--- src/rtl/eetf_pkg.sv ---
// eetf_pkg: shared types, constants and the cordic angle table
// used by the easing lanes, the angle unit and the top level
package eetf_pkg;

  localparam int MAX_STEPS = 15;
  localparam int COORD_W   = 32;
  localparam int ANG_W     = 16;
  localparam int DIV_W     = 16;
  localparam int SNAP_W    = 21;
  localparam int CNT_W     = 5;
  localparam int LANES     = 6;

  localparam logic [1:0] REG_SPEED  = 2'd0;
  localparam logic [1:0] REG_CLAMP  = 2'd1;
  localparam logic [1:0] REG_SNAP   = 2'd2;
  localparam logic [1:0] REG_FREEZE = 2'd3;

  localparam logic [DIV_W-1:0] ONE_Q8 = 16'd256;
  localparam logic [40:0] STEP_LIMIT  = 41'd131072;
  localparam logic signed [19:0] HALF_PI_Q16 = 20'sd102944;
  localparam logic signed [19:0] PI_Q13      = 20'sd25736;

  typedef logic signed [COORD_W-1:0] coord_t;
  typedef logic signed [ANG_W-1:0] angle_t;

  typedef struct packed {
    logic start;
    logic jump;
  } lane_cmd_t;

  function automatic logic signed [19:0] atan_q16(input logic [4:0] i);
    logic signed [19:0] r;
    case (i)
      5'd0:    r = 20'sd51472;
      5'd1:    r = 20'sd30386;
      5'd2:    r = 20'sd16055;
      5'd3:    r = 20'sd8150;
      5'd4:    r = 20'sd4091;
      5'd5:    r = 20'sd2047;
      5'd6:    r = 20'sd1024;
      5'd7:    r = 20'sd512;
      5'd8:    r = 20'sd256;
      5'd9:    r = 20'sd128;
      5'd10:   r = 20'sd64;
      5'd11:   r = 20'sd32;
      5'd12:   r = 20'sd16;
      5'd13:   r = 20'sd8;
      5'd14:   r = 20'sd4;
      5'd15:   r = 20'sd2;
      5'd16:   r = 20'sd1;
      default: r = 20'sd0;
    endcase
    return r;
  endfunction

endpackage

--- src/rtl/eetf_lane.sv ---
// eetf_lane: one coordinate of one point, eased toward its goal per step
// serial restoring divider, step clamp, saturating add and snap; uses eetf_pkg
module eetf_lane (
  input  logic                             clk,
  input  logic                             rst,
  input  eetf_pkg::lane_cmd_t              cmd,
  input  logic [eetf_pkg::DIV_W-1:0]       divisor,
  input  logic                             clamp,
  input  logic [eetf_pkg::SNAP_W-1:0]      snap,
  input  eetf_pkg::coord_t                 goal,
  output eetf_pkg::coord_t                 point,
  output logic                             done
);

  localparam logic [2:0] L_IDLE  = 3'd0;
  localparam logic [2:0] L_ABS   = 3'd1;
  localparam logic [2:0] L_DIV   = 3'd2;
  localparam logic [2:0] L_CLAMP = 3'd3;
  localparam logic [2:0] L_ADD   = 3'd4;
  localparam logic [2:0] L_SNAP  = 3'd5;

  logic [2:0]          st;
  eetf_pkg::coord_t    cur;
  eetf_pkg::coord_t    nv;
  logic signed [32:0]  diffr;
  logic                neg;
  logic [40:0]         num;
  logic [40:0]         quo;
  logic [15:0]         rem;
  logic [5:0]          bitcnt;
  logic signed [41:0]  move;

  logic [16:0]         trial;
  logic                fits;
  logic [40:0]         qm;
  logic signed [42:0]  sum;
  logic signed [33:0]  dd;
  logic signed [33:0]  snap_s;
  logic [32:0]         absd;

  assign point = cur;

  always_comb begin
    trial  = {rem, num[40]};
    fits   = trial >= {1'b0, divisor};
    qm     = (clamp && (quo > eetf_pkg::STEP_LIMIT)) ? eetf_pkg::STEP_LIMIT : quo;
    sum    = 43'(cur) + 43'(move);
    dd     = 34'(nv) - 34'(goal);
    snap_s = $signed({13'd0, snap});
    absd   = diffr[32] ? 33'(-diffr) : 33'(diffr);
  end

  always_ff @(posedge clk) begin
    if (rst) begin
      st   <= L_IDLE;
      cur  <= '0;
      done <= 1'b0;
    end else begin
      done <= 1'b0;
      case (st)
        L_IDLE: begin
          if (cmd.start) begin
            if (cmd.jump) begin
              cur  <= goal;
              done <= 1'b1;
            end else begin
              diffr <= 33'(goal) - 33'(cur);
              st    <= L_ABS;
            end
          end
        end
        L_ABS: begin
          neg    <= diffr[32];
          num    <= {absd, 8'd0};
          rem    <= '0;
          quo    <= '0;
          bitcnt <= '0;
          st     <= L_DIV;
        end
        L_DIV: begin
          if (fits) begin
            rem <= 16'(trial - {1'b0, divisor});
          end else begin
            rem <= trial[15:0];
          end
          quo    <= {quo[39:0], fits};
          num    <= {num[39:0], 1'b0};
          bitcnt <= bitcnt + 6'd1;
          if (bitcnt == 6'd40) begin
            st <= L_CLAMP;
          end
        end
        L_CLAMP: begin
          move <= neg ? -$signed({1'b0, qm}) : $signed({1'b0, qm});
          st   <= L_ADD;
        end
        L_ADD: begin
          if (sum > 43'sd2147483647) begin
            nv <= 32'sh7fffffff;
          end else if (sum < -43'sd2147483648) begin
            nv <= 32'sh80000000;
          end else begin
            nv <= sum[31:0];
          end
          st <= L_SNAP;
        end
        L_SNAP: begin
          // strict test on both sides of the goal
          if ((dd < snap_s) && (dd > -snap_s)) begin
            cur <= goal;
          end else begin
            cur <= nv;
          end
          done <= 1'b1;
          st   <= L_IDLE;
        end
        default: st <= L_IDLE;
      endcase
    end
  end

endmodule

--- config.mk ---
export PLATFORM = sky130hd
export DESIGN_NAME = eetf_lane
export DESIGN_NICKNAME = d
export VERILOG_FILES = /design/src/rtl/eetf_pkg.sv /design/src/rtl/eetf_lane.sv
export SDC_FILE = /design/constraint.sdc
export NUM_CORES = 1
export LEC_CHECK = 0
export ABC_AREA = 1
export BUFFER_PORTS_ARGS = -buffer_cell sky130_fd_sc_hd__buf_4
export CAP_MARGIN = 20
export CORE_MARGIN = 1.5
export CORE_UTILIZATION = 50
export DETAILED_ROUTE_END_ITERATION = 6
export GPL_TIMING_DRIVEN = 0
export PLACE_DENSITY = 0.66
export SLEW_MARGIN = 10
export SYNTH_ARGS = -nofsm -noshare
export SYNTH_HDL_FRONTEND = slang
export SYNTH_SLANG_ARGS = --single-unit
--- constraint.sdc ---
create_clock -name clk -period 8 [get_ports clk]
set_clock_uncertainty 0.1 [all_clocks]
set_input_delay 1.2 -clock clk [delete_from_list [all_inputs] [get_ports clk]]
set_output_delay 1.2 -clock clk [all_outputs]
set_load 0.01 [all_outputs]
Word-level counts from Yosys, hierarchy flattened
Cells that the tools add are included.
Widths: inputs -> output; s select.
{ "word_totals": {"ff_bits": 248, "inputBits": 74, "output_inout_bits": 33, "wordCells": 70} }
{ "op_classes": {"addsub": 8, "magnitude_cmp": 6, "n_eq_ne": 10, "muxes": 20, "bitwise": 2, "n_reduce_logical": 12} }
{ "op_table": {"columns": ["cell", "count"], "rows": [
  ["$pmux 41 s2", 2],
  ["$mux 32", 4],
  ["$mux 41", 2],
  ["$sub 32x32->33", 2],
  ["$pmux 32 s2", 1],
  ["$add 32x42->43", 1],
  ["$gt 43x32->1 const B", 1],
  ["$lt 43x32->1 const B", 1],
  ["$neg 41->42", 1],
  ["$gt 41x18->1 const B", 1],
  ["$gt 33x34->1", 1],
  ["$neg 21->34", 1],
  ["$lt 33x22->1", 1],
  ["$mux 33", 1],
  ["$neg 33->33", 1],
  ["$pmux 16 s2", 1],
  ["$ge 17x16->1", 1],
  ["$mux 16", 1],
  ["$sub 16x16->16", 1],
  ["$pmux 3 s5", 1],
  ["$pmux 6 s2", 1],
  ["$mux 3", 3],
  ["$ne 2x2->1 const B", 4],
  ["$reduce_and 2->1", 4],
  ["13 further kinds", 20]
]} }

Logic depth before layout (Yosys ltp)
Gate-level depths: netlist of run 1.
{ "logic_depth": {"word_depth": 5, "mapped_depth": 38} }

Least setup slack after synthesis of run 1
No wires, ideal clock.
{ "synth_timing": {"path_kind": "input port to flip-flop", "start": "in rst", "end": "reg bitcnt[0] (enable)", "setup_time_ps": 582, "arrival_time_ps": 6180, "required_time_ps": 7318, "path_slack_ps": 1138, "stages": 3, "cell_sequence": "clkbuf_1 -> buf_1 -> a21oi_1"} }
{ "synth_via": {"elab_chain_cells": 2} }
{ "synth_rtl": {"columns": ["element", "line", "text"], "rows": [
  ["start: declaration", "eetf_lane.sv:5", "input logic rst,"],
  ["$not 1->1 (no source line)", null, null],
  ["$reduce_and 2->1 (no source line)", null, null],
  ["end signal: assignment", "eetf_lane.sv:88", "bitcnt <= bitcnt + 6'd1;"],
  ["end: declaration", "eetf_lane.sv:30", "logic [5:0] bitcnt;"]
]} }
No other way between the ends.
A chain may end at the register's enable or synchronous reset.

Worst setup path after layout of run 1
{ "layout_timing": {"start": "in goal[0]", "end": "reg cur[25], in the netlist point[25]"} }
{ "layout_via": {"elab_chain_cells": 5, "word_cells_on_any_way": 6, "cone_classes": "add/sub: 1; order compare: 2; mux: 2; reduce/logical: 1"} }
{ "layout_rtl": {"columns": ["element", "line", "text"], "rows": [
  ["start: declaration", "eetf_lane.sv:10", "input eetf_pkg::coord_t goal,"],
  ["$sub 32x32->33 *", "eetf_lane.sv:48", "dd = 34'(nv) - 34'(goal);"],
  ["$gt 33x34->1 or $lt 33x22->1 (tied branches)", "eetf_lane.sv:109", "if ((dd < snap_s) && (dd > -snap_s)) begin"],
  ["$logic_and 1x1->1 *", "eetf_lane.sv:109", null],
  ["$mux 32 *", "eetf_lane.sv:109", null],
  ["$pmux 32 s2 *", "eetf_lane.sv:60", "case (st)"],
  ["end signal: assignment", "eetf_lane.sv:64", "cur <= goal;"],
  ["end signal: assignment", "eetf_lane.sv:110", "cur <= goal;"],
  ["end signal: assignment", "eetf_lane.sv:112", "cur <= nv;"],
  ["end: declaration", "eetf_lane.sv:23", "eetf_pkg::coord_t cur;"]
]} }
Mark *: on every way between the ends. The rest lies on a longest branch, timed or not.

==> key figures, run 1 <==
Status
  • Status: complete, no violations

Finish
  • P&R area growth vs syn: 12.4%
  • Fin util: 56.8%
  • Non-filler cells, final: 3467
  • Fillers: 3896
  • Most frequent cells in the layout: nand2_1, inv_1, nor2_1
  • # diodes: 0
  • Fraction of layout cells with a size suffix above 1: 9.88%
  • Nets: 3169
  • Commonest non-fill, non-tap cell in the layout: nand2_1
  • Post-route cell area: 23100 µm²

Clock tree
  • Clock tree from TritonCTS: yes
  • Worst-Skew Late Latency: 0.58 ns
  • H-tree lvl count: 1
  • Hold buffers post-CTS: 0
  • Sink Count: 240
  • Root Driver: clkbuf_16
  • CTS Buf Count: 28
  • CTS Buffer Depth: 3
  • PostCTS Resize Cnt: 0
  • Clock slew at reported path FFs: 0.06 ns
  • Post-CTS setup buffers: 0

Yosys
  • Synth unique cells: 61
  • Mapped Cells: 2772
  • Mapped Area: 20500 µm²
  • Synth Area in Adders: 11.2%
  • Compound-cell area share of the yosys netlist: 12.4%
  • Seq cells post-synth: 240
  • Async S/R FF share, synth: 0%
  • Combinational family with the most area after synthesis: simple AND/OR/NAND/NOR gates
  • Syn nets: 3028
  • Sequential-to-total area share from yosys stat: 33.3%
  • Post-synth EDFFs: 204
  • Post-synthesis mux area share: 0%
  • Avg Inst Size Synth: 7.41 µm²
  • Simple-Gate Fraction of Synth Area: 25.9%
  • Ys Warns: 0
  • Post-synth top flop: edfxtp_1
  • Synth Area in XOR/XNOR: 7.68%

Timing
  • Hold_ws: 0.428 ns
  • # setup viols final: 0
  • Final period util: 65.4%
  • Total Neg Setup Slack: 0 ns
  • Slew @ Worst Pin: 1.01 ns
  • Maximum clock frequency: 191 MHz
  • Slew HR: 32.0%
  • Fin. Hold Viols: 0
  • Fin crit period: 5.23 ns
  • Pins Over Slew Limit: 0
  • RSZ-0062 raised after global routing: no

Critical path
  • Slowest stage cell, crit path: nor4_1
  • Crit path required time: 8.39 ns
  • Top delay family on crit path: simple AND/OR/NAND/NOR gates
  • Max FO, Critical Path: 10
  • CP max stage delay: 0.47 ns
  • WP buf/inv: 4
  • CP endpoint kind: flop
  • Worst Path Class, Setup: primary input to flop
  • Most numerous cell on the critical path: nand2_1
  • Startpoint class of the critical path: primary input
  • Critical Path AT: 5.62 ns

Placed design
  • Dpl cell area: 22200 µm²
  • Placed cell count: 3415
  • Routability cong.: 0.955
  • IO Port Bufs: 104
  • Hpwl dp: 52.3 mm

Route
  • DRC errors left: 0
  • DR vias/cell: 5.38
  • Drt initial violations: 1258
  • Via count: 18700
  • Drt wl/cell: 17.9 µm
  • TritonRoute pass-1 iters: 6
  • DRT antenna net count: 0
  • Routed WL: 62.1 mm

Pwr
  • LEAKAGE: 10.6 nW
  • P per Cell Area: 184 nW/µm²
  • Worst VDD drop: 0.000149 V

Global routing
  • Largest net degree at the start of global routing: 33
  • Overall Global Routing Usage: 29.1%
  • Global-route wire length before repair: 95.3 mm
  • Vias in the first global route: 17800
  • Gr ovfl total: 0
  • Initial antenna violation count: 1

Job
  • Max-cap violation count: 0

Floorplan
  • Die H: 206 µm
  • Initial core utilization: 50.5%
  • Cell row count: 74
  • Die Width: 206 µm
  • Core Footprint: 40600 µm²
  • Boundary Pins: 107
  • Total die area: 42300 µm²

Min path
  • Class of the worst hold path: flop to flop
[stage by stage]
stage          power (mW)  worst slack, ns
2_1_floorplan        2.51             1.14
5_1_grt              4.46             2.43
6_report             4.24             2.77
4_1_cts              4.25             2.77
3_3_place_gp         2.90            -2.36
3_5_place_dp         2.93             2.19
[power breakdown]
part	internal, mW	switching, mW	total (mW)
Clock	0.792	0.531	1.32
Sequential	1.53	0.0855	1.62
Combinational	0.455	0.844	1.30
Total	2.78	1.46	4.24
[worst reg2reg max path: cells and delay by family, from the launching register on]
kind | cells | cell delay, ns
AND/OR/NAND/NOR | 13 | 2.20
adder cells (fa/ha/maj) | 3 | 0.92
AO/OA/AOI/OAI | 5 | 0.86
buffers and inverters | 4 | 0.47
flip-flops | 1 | 0.37
[final cells by class]
cell class	count	area, µm²	share of cell area [%]
multi-input combinational	2036	11800	51.0
clock inverter	14	174	0.753
buffer	56	292	1.26
sequential	240	6850	29.7
timing repair buffer	111	918	3.98
tap	532	666	2.88
clock buffer	38	759	3.29
inverter	440	1650	7.15
[cell families after synthesis]
kind of cell / after synthesis
buf+inv: 496
compound gates: 444
simple gates: 1230
xor+xnor: 180
fa+ha+maj: 182
flops: 240
[per-layer routing]
| metal | vias to the layer above | global-route usage [%] | share of wire, % |
|---|---|---|---|
| met1 | 8719 | 36.6 | 44 |
| li1 | 9379 | - | - |
| met4 | 0 | 10.1 | 3.5 |
| met3 | 111 | 2.66 | 4.1 |
| met2 | 441 | 51.9 | 49 |
| met5 | - | 0 | 0 |
[registers in the layout, summed over array words and instances, names as in the netlist]
name	cells
move	42
quo	41
diffr	33
num	33
nv	32
point	32
rem	16
bitcnt	6
st	3
done	1
neg	1
[synth_stat cells, types with 6 or more instances]
cell,number,share of area (%)
nand2_1,616,11
inv_1,427,7.8
nor2_1,317,5.8
edfxtp_1,204,30
a21oi_1,182,4.4
ha_1,178,11
o21ai_0,125,3.0
nand3_1,124,3.0
xor2_1,116,4.9
xnor2_1,64,2.7
nor3_1,40,0.98
nand4_1,37,1.1
dfxtp_1,36,3.5
nand2_2,29,0.88
a21oi_2,28,1.2
clkbuf_1,28,0.51
a31oi_1,26,0.79
nand3_2,22,1.1
o21ai_1,21,0.51
o21bai_1,17,0.62
nor4_1,13,0.40
buf_2,11,0.27
inv_2,10,0.18
a21o_1,9,0.33
a21boi_0,8,0.29
buf_4,6,0.22
buf_6,6,0.33
o21a_1,6,0.22
[final timing paths]
| path | from | end | slack (ns) | cells past startpoint |
|---|---|---|---|---|
| worst min-delay path | num[18] | num[19] | 0.43 | 2 |
| worst max-delay path | goal[0] | point[25] | 2.77 | 25 |
| worst max register to register | nv[0] | point[25] | 2.99 | 25 |
| worst min register to register | num[18] | num[19] | 0.43 | 2 |
No activity file was read; power rests on OpenSTA's default activity.
==> run 2, diff against run 1 <==
- PLACE_DENSITY: 0.66 -> 0.69
- clock period: 8 -> 4.3 ns (I/O delays scaled with it)
==> run 2 against run 1 <==
The flow now finishes with violations (negative setup slack). Design area grew 3.6%. Clock power is 96% higher. Sequential share of layout area fell by 1.0 points. Power up 91%. Sequential power up 85%. Global-route usage about the same. Largest power group unchanged.
==> key figures, run 2 (synthesized netlist as in run 1, its figures left out) <==
Status
  • Status: finished, violations left
  • Failing checks: negative setup slack

Timing
  • Total Neg Setup Slack: -4.00 ns (-4.00 ns)
  • Final period util: 104%
  • Slew HR: 20.6% (-11 points)
  • # setup viols final: 32 (+32)
  • Hold_ws: 0.338 ns (-0.0904 ns)
  • Fin crit period: 4.47 ns
  • RSZ-0062 raised after global routing: yes
  • Final worst slack: -0.171 ns (-2.94 ns)
  • Pins Over Slew Limit: 0 (unchanged)
  • Slew @ Worst Pin: 1.18 ns (+0.169 ns)
  • Fin. Hold Viols: 0 (unchanged)
  • Maximum clock frequency: 224 MHz

Placed design
  • Dpl ws: -1.00 ns (-3.20 ns)
  • Hpwl dp: 50.8 mm (-2.9%)
  • Placed cell count: 3416 (+0.029%)
  • Routability cong.: 0.977 (+2.3%)
  • Dpl cell area: 22100 µm² (about the same)
  • IO Port Bufs: 104 (unchanged)

Route
  • Drt initial violations: 1204 (-4.3%)
  • DRT antenna net count: 0 (unchanged)
  • Via count: 18900 (+1.4%)
  • TritonRoute pass-1 iters: 7 (+1)
  • Drt wl/cell: 17.9 µm (+0.14%)
  • DRC errors left: 0 (unchanged)
  • DR vias/cell: 5.41 (+0.59%)
  • Routed WL: 62.6 mm (+0.92%)

Critical path
  • Slowest stage cell, crit path: edfxtp_1
  • Max FO, Critical Path: 5 (-5)
  • Worst r2r path cells: 31 (+24%)
  • Startpoint class of the critical path: flop
  • Worst Path Class, Setup: flop to flop
  • Most numerous cell on the critical path: nand3_2
  • Crit path required time: 4.71 ns (-3.68 ns)
  • Critical Path AT: 4.88 ns (-0.74 ns)
  • CP max stage delay: 0.38 ns (-0.09 ns)
  • CP endpoint kind: flop

Global routing
  • Initial antenna violation count: 0 (-1)
  • Vias in the first global route: 18100 (+1.7%)
  • Overall Global Routing Usage: 29.1% (-0.047 points)
  • Largest net degree at the start of global routing: 33 (unchanged)
  • Global-route wire length before repair: 95.7 mm (+0.37%)
  • Gr ovfl total: 0 (unchanged)

Pwr
  • Internal power: 5.28 mW (+90%)
  • Register share of total power: 37.0% (-1.1 points)
  • LEAKAGE: 10.9 nW (+2.4%)
  • Worst VDD drop: 0.000310 V (+110%)
  • Net Sw Power: 2.82 mW (+93%)
  • Clk network pwr share: 31.9% (+0.7 points)
  • Pwr Total: 8.10 mW (+91%)
  • Switch share: 34.8% (+0.39 points)
  • P per Cell Area: 339 nW/µm² (+84%)
  • Comb pwr share: 31.0% (+0.3 points)

Min path
  • Hold path depth: 4 (+2)
  • Class of the worst hold path: primary input to flop

Finish
  • Commonest non-fill, non-tap cell in the layout: nand2_1
  • Non-filler cells, final: 3494 (+0.78%)
  • Register with the most flip-flops: move
  • Most frequent cells in the layout: nand2_1, inv_1, nor2_1
  • Post-route cell area: 23900 µm² (+3.6%)
  • Fin util: 58.8% (+2.0 points)
  • Fraction of layout cells with a size suffix above 1: 13.8% (+4.0 points)
  • Registers with the most flip-flops: move (42), quo (41)
  • Nets: 3195 (+0.82%)
  • # diodes: 0 (unchanged)
  • Largest register FFs: 42 (unchanged)
  • P&R area growth vs syn: 16.5%

Floorplan
  • Die H: 206 µm (unchanged)
  • Total die area: 42300 µm² (unchanged)
  • Die Width: 206 µm (unchanged)
  • Initial core utilization: 50.5% (unchanged)
  • Cell row count: 74 (unchanged)
  • Boundary Pins: 107 (unchanged)
  • Core Footprint: 40600 µm² (unchanged)

Clock tree
  • CTS Buffer Depth: 3 (unchanged)
  • Sink Count: 240 (unchanged)
  • H-tree lvl count: 1 (unchanged)
  • Clock slew at reported path FFs: 0.06 ns (about the same)
  • CTS Buf Count: 29 (+3.6%)
  • Clock tree from TritonCTS: yes
  • Root Driver: clkbuf_16
  • Worst-Skew Late Latency: 0.57 ns (about the same)

Job
  • Max-cap violation count: 0 (unchanged)
run 2: power by group through the flow:
stage / Combinational, mW / Sequential (mW) / Clock [mW]
6_report: 2.51 / 3.00 / 2.59
5_1_grt: 2.80 / 3.02 / 2.71
4_1_cts: 2.45 / 3.00 / 2.63
3_5_place_dp: 2.38 / 3.04 / 0
3_3_place_gp: 2.30 / 3.05 / 0
2_1_floorplan: 1.65 / 3.00 / 0
run 2: path summary, 6_finish.rpt:
check / end / slack, ns / startpoint
max: point[11] / -0.17 / nv[0]
min: st[0] / 0.34 / cmd[0]
max reg2reg: point[11] / -0.17 / nv[0]
min reg2reg: num[21] / 0.43 / num[20]
run 2: routing by layer:
| metal | vias up | part of all wire (%) | GRT usage (%) |
|---|---|---|---|
| li1 | 9440 | - | - |
| met1 | 8848 | 44 | 37.6 |
| met2 | 500 | 47 | 50.5 |
| met3 | 119 | 4.7 | 2.68 |
| met4 | 0 | 3.7 | 10.2 |
| met5 | - | 0 | 0 |
run 2: what timing repair did:
action                                 CTS  global route
resized for setup                       65            63
cloned                                   2             1
setup endpoints to repair               32            32
endpoints found under the hold margin    0             0
hold buffers                             0             0
pin swaps                               23            39
buffers inserted                        18             7
run 2: critical path: cells and delay by family, from the launching register on:
kind,cells,cell delay [ns]
flops,1,0.38
compound gates,4,0.66
buf+inv,6,0.64
xor+xnor,1,0.23
simple gates,17,1.66
fa+ha+maj,3,0.74
run 2: cell type report:
class | count | area (µm²)
Inverter | 440 | 1650
Multi-Input combinational cell | 2036 | 12300
Clock buffer | 37 | 817
Tap cell | 532 | 666
Clock inverter | 17 | 185
Sequential cell | 240 | 6850
Timing Repair Buffer | 138 | 1190
Buffer | 54 | 293
Fill cell | 3775 | 16700
==> run 3, diff against run 2 <==
- CAP_MARGIN: 20 -> unset
- PLACE_DENSITY: 0.69 -> 0.7
==> run 3 against run 2 <==
The run still ends with negative setup slack left. Via count is 0.41% lower. First-iteration DRC count is 8.8% lower. Cell count fell by 0.37%. Setup slack improved by 0.14 ns. Power fell by 2.4%. Register-to-register slack improved by 0.14 ns. Clock power fell by 5%. Global-route usage is 0.76 points lower. Sequential share of layout area up 0.30 points. Routed wire length decreased by 3.7%. Sequential power is essentially flat. Combinational power decreased by 3%. Largest power group unchanged.
==> key figures, run 3 (synthesized netlist as in run 1, its figures left out) <==
Finish
  • Post-route cell area: 23700 µm² (-1.1%)
  • Non-filler cells, final: 3481 (-0.37%)
  • Most frequent cells in the layout: nand2_1, inv_1, nor2_1
  • Nets: 3183 (-0.38%)
  • Largest register FFs: 42 (unchanged)
  • Register with the most flip-flops: move
  • Registers with the most flip-flops: move (42), quo (41)
  • Fillers: 3776 (+0.026%)
  • # diodes: 0 (unchanged)
  • Fraction of layout cells with a size suffix above 1: 12.7% (-1.1 points)
  • P&R area growth vs syn: 15.3%
  • Commonest non-fill, non-tap cell in the layout: nand2_1
  • Register area: 6850 µm² (unchanged)
  • Area occupied by multi-input gates: 12200 µm² (-0.49%)

Route
  • Via count: 18800 (-0.41%)
  • Routed WL: 60.4 mm (-3.7%)
  • DR vias/cell: 5.41 (about the same)
  • DRT antenna net count: 0 (unchanged)
  • Drt wl/cell: 17.3 µm (-3.3%)
  • DRC errors left: 0 (unchanged)
  • Drt initial violations: 1098 (-8.8%)
  • TritonRoute pass-1 iters: 7 (unchanged)

Timing
  • Maximum clock frequency: 231 MHz (+3.3%)
  • Final worst slack: -0.0260 ns (+0.145 ns)
  • # setup viols final: 12 (-63%)
  • Fin crit period: 4.33 ns (-0.145 ns)
  • RSZ-0062 raised after global routing: yes
  • Total Neg Setup Slack: -0.127 ns (+3.87 ns)
  • Slew @ Worst Pin: 0.992 ns (-0.192 ns)
  • Pins Over Slew Limit: 0 (unchanged)
  • Slew HR: 33.5% (+13 points)
  • Final period util: 101% (-3.4 points)
  • Fin. Hold Viols: 0 (unchanged)

Floorplan
  • Initial core utilization: 50.5% (unchanged)
  • Cell row count: 74 (unchanged)
  • Boundary Pins: 107 (unchanged)
  • Core Footprint: 40600 µm² (unchanged)
  • Die Width: 206 µm (unchanged)
  • Total die area: 42300 µm² (unchanged)
  • Die H: 206 µm (unchanged)

Placed design
  • Dpl cell area: 22100 µm² (unchanged)
  • Hpwl dp: 49.7 mm (-2.1%)
  • Routability cong.: 1.00 (+2.8%)
  • IO Port Bufs: 104 (unchanged)
  • Placed cell count: 3416 (unchanged)

Critical path
  • Startpoint class of the critical path: flop
  • Worst Path Class, Setup: flop to flop
  • CP max stage delay: 0.43 ns (+0.05 ns)
  • CP endpoint kind: flop
  • Crit path required time: 4.70 ns (about the same)
  • CP Launch Point: nv[3]
  • Most numerous cell on the critical path: nand2_1
  • Slowest stage cell, crit path: edfxtp_1
  • Critical Path AT: 4.72 ns (-0.16 ns)
  • Max FO, Critical Path: 6 (+1)
  • Worst R2R Start: nv[3]

Global routing
  • Gr ovfl total: 0 (unchanged)
  • Vias in the first global route: 18300 (+0.88%)
  • Largest net degree at the start of global routing: 34 (+3.0%)
  • Global-route wire length before repair: 93.6 mm (-2.1%)
  • Overall Global Routing Usage: 28.3% (-0.76 points)
  • Initial antenna violation count: 0 (unchanged)

Pwr
  • LEAKAGE: 10.8 nW (-0.95%)
  • Register share of total power: 38.0% (+1.0 points)
  • Comb pwr share: 30.8% (-0.2 points)
  • Worst VDD drop: 0.000323 V (+4.3%)
  • Pwr Total: 7.90 mW (-2.4%)
  • Internal power: 5.21 mW (-1.3%)
  • Clk network pwr share: 31.1% (-0.8 points)
  • Switch share: 34.1% (-0.79 points)
  • Net Sw Power: 2.69 mW (-4.6%)
  • P per Cell Area: 334 nW/µm² (-1.4%)

Clock tree
  • Worst-Skew Late Latency: 0.57 ns (about the same)
  • Clock slew at reported path FFs: 0.06 ns (about the same)
  • Hold buffers post-CTS: 0 (unchanged)
  • Clock tree from TritonCTS: yes
  • Root Driver: clkbuf_16
  • CTS Buf Count: 29 (unchanged)
  • CTS Buffer Depth: 3 (unchanged)
  • Sink Count: 240 (unchanged)
  • H-tree lvl count: 1 (unchanged)

Min path
  • Hold_sp: cmd[0]
  • Class of the worst hold path: primary input to flop

Job
  • Max-cap violation count: 0 (unchanged)

Status
  • Status: finished, violations left
  • Failing checks: negative setup slack
-- run 3: cell types whose count changed in the layout (fill, tap and decap cells not counted), sizes merged --
cell	previous run	this run
clkinv	8	7
inv	445	439
buf	163	151
clkinvlp	1	0
clkbuf	66	73
-- run 3: layout make-up --
| class | instances | share of cell area, % |
|---|---|---|
| multi-input cells | 2036 | 51.6 |
| flip-flops and latches | 240 | 28.9 |
| inverters | 440 | 6.99 |
| repair buffers | 124 | 4.34 |
| clock buffers | 44 | 3.48 |
| well taps | 532 | 2.81 |
| plain buffers | 56 | 1.35 |
| clock inverters | 9 | 0.508 |
-- run 3: power groups by stage --
stage	registers (mW)	logic, mW	clock network (mW)
floorplan	3.00	1.65	0
global placement	3.06	2.26	0
detailed placement	3.05	2.34	0
CTS	3.00	2.38	2.50
global route	3.02	2.73	2.57
finish	3.00	2.43	2.46
-- run 3: timing repair --
action | CTS | global route
gates resized for setup | 40 | 68
endpoints found under the setup margin | 32 | 32
cloned | 1 | 1
buffers inserted | 6 | 4
pin swaps | 14 | 23
-- run 3: worst paths after layout --
check              to  slack, ns  cells after the start
min             st[0]       0.35                      4
min reg2reg   num[18]       0.43                      2
max reg2reg  point[6]      -0.03                     33
max          point[6]      -0.03                     33
-- run 3: worst max-delay path: cells and delay by family (launching register included) --
kind                     cells  cell delay (ns)
XOR/XNOR                     1             0.13
AND/OR/NAND/NOR             23             1.91
flip-flops                   1             0.43
AO/OA/AOI/OAI                3             0.53
buffers and inverters        4             0.50
adder cells (fa/ha/maj)      2             0.67
-- run 3: metrics by stage --
step	hold WS [ns]	utilization, %	setup WS [ns]
floorplan	0.324	-	0.180
global placement	0.409	54.1	-1.79
detailed placement	0.408	54.5	-0.922
CTS	0.314	57.4	-0.00308
global route	0.361	58.2	-0.280
finish	0.346	58.2	-0.0260
-- run 3: layer usage --
layer	GRT usage [%]	up-vias	routed length, µm
met2	49.0	592	28600
met5	0	-	0
met1	35.3	8670	25300
met4	11.5	0	2490
met3	4.05	151	3880
li1	-	9417	-
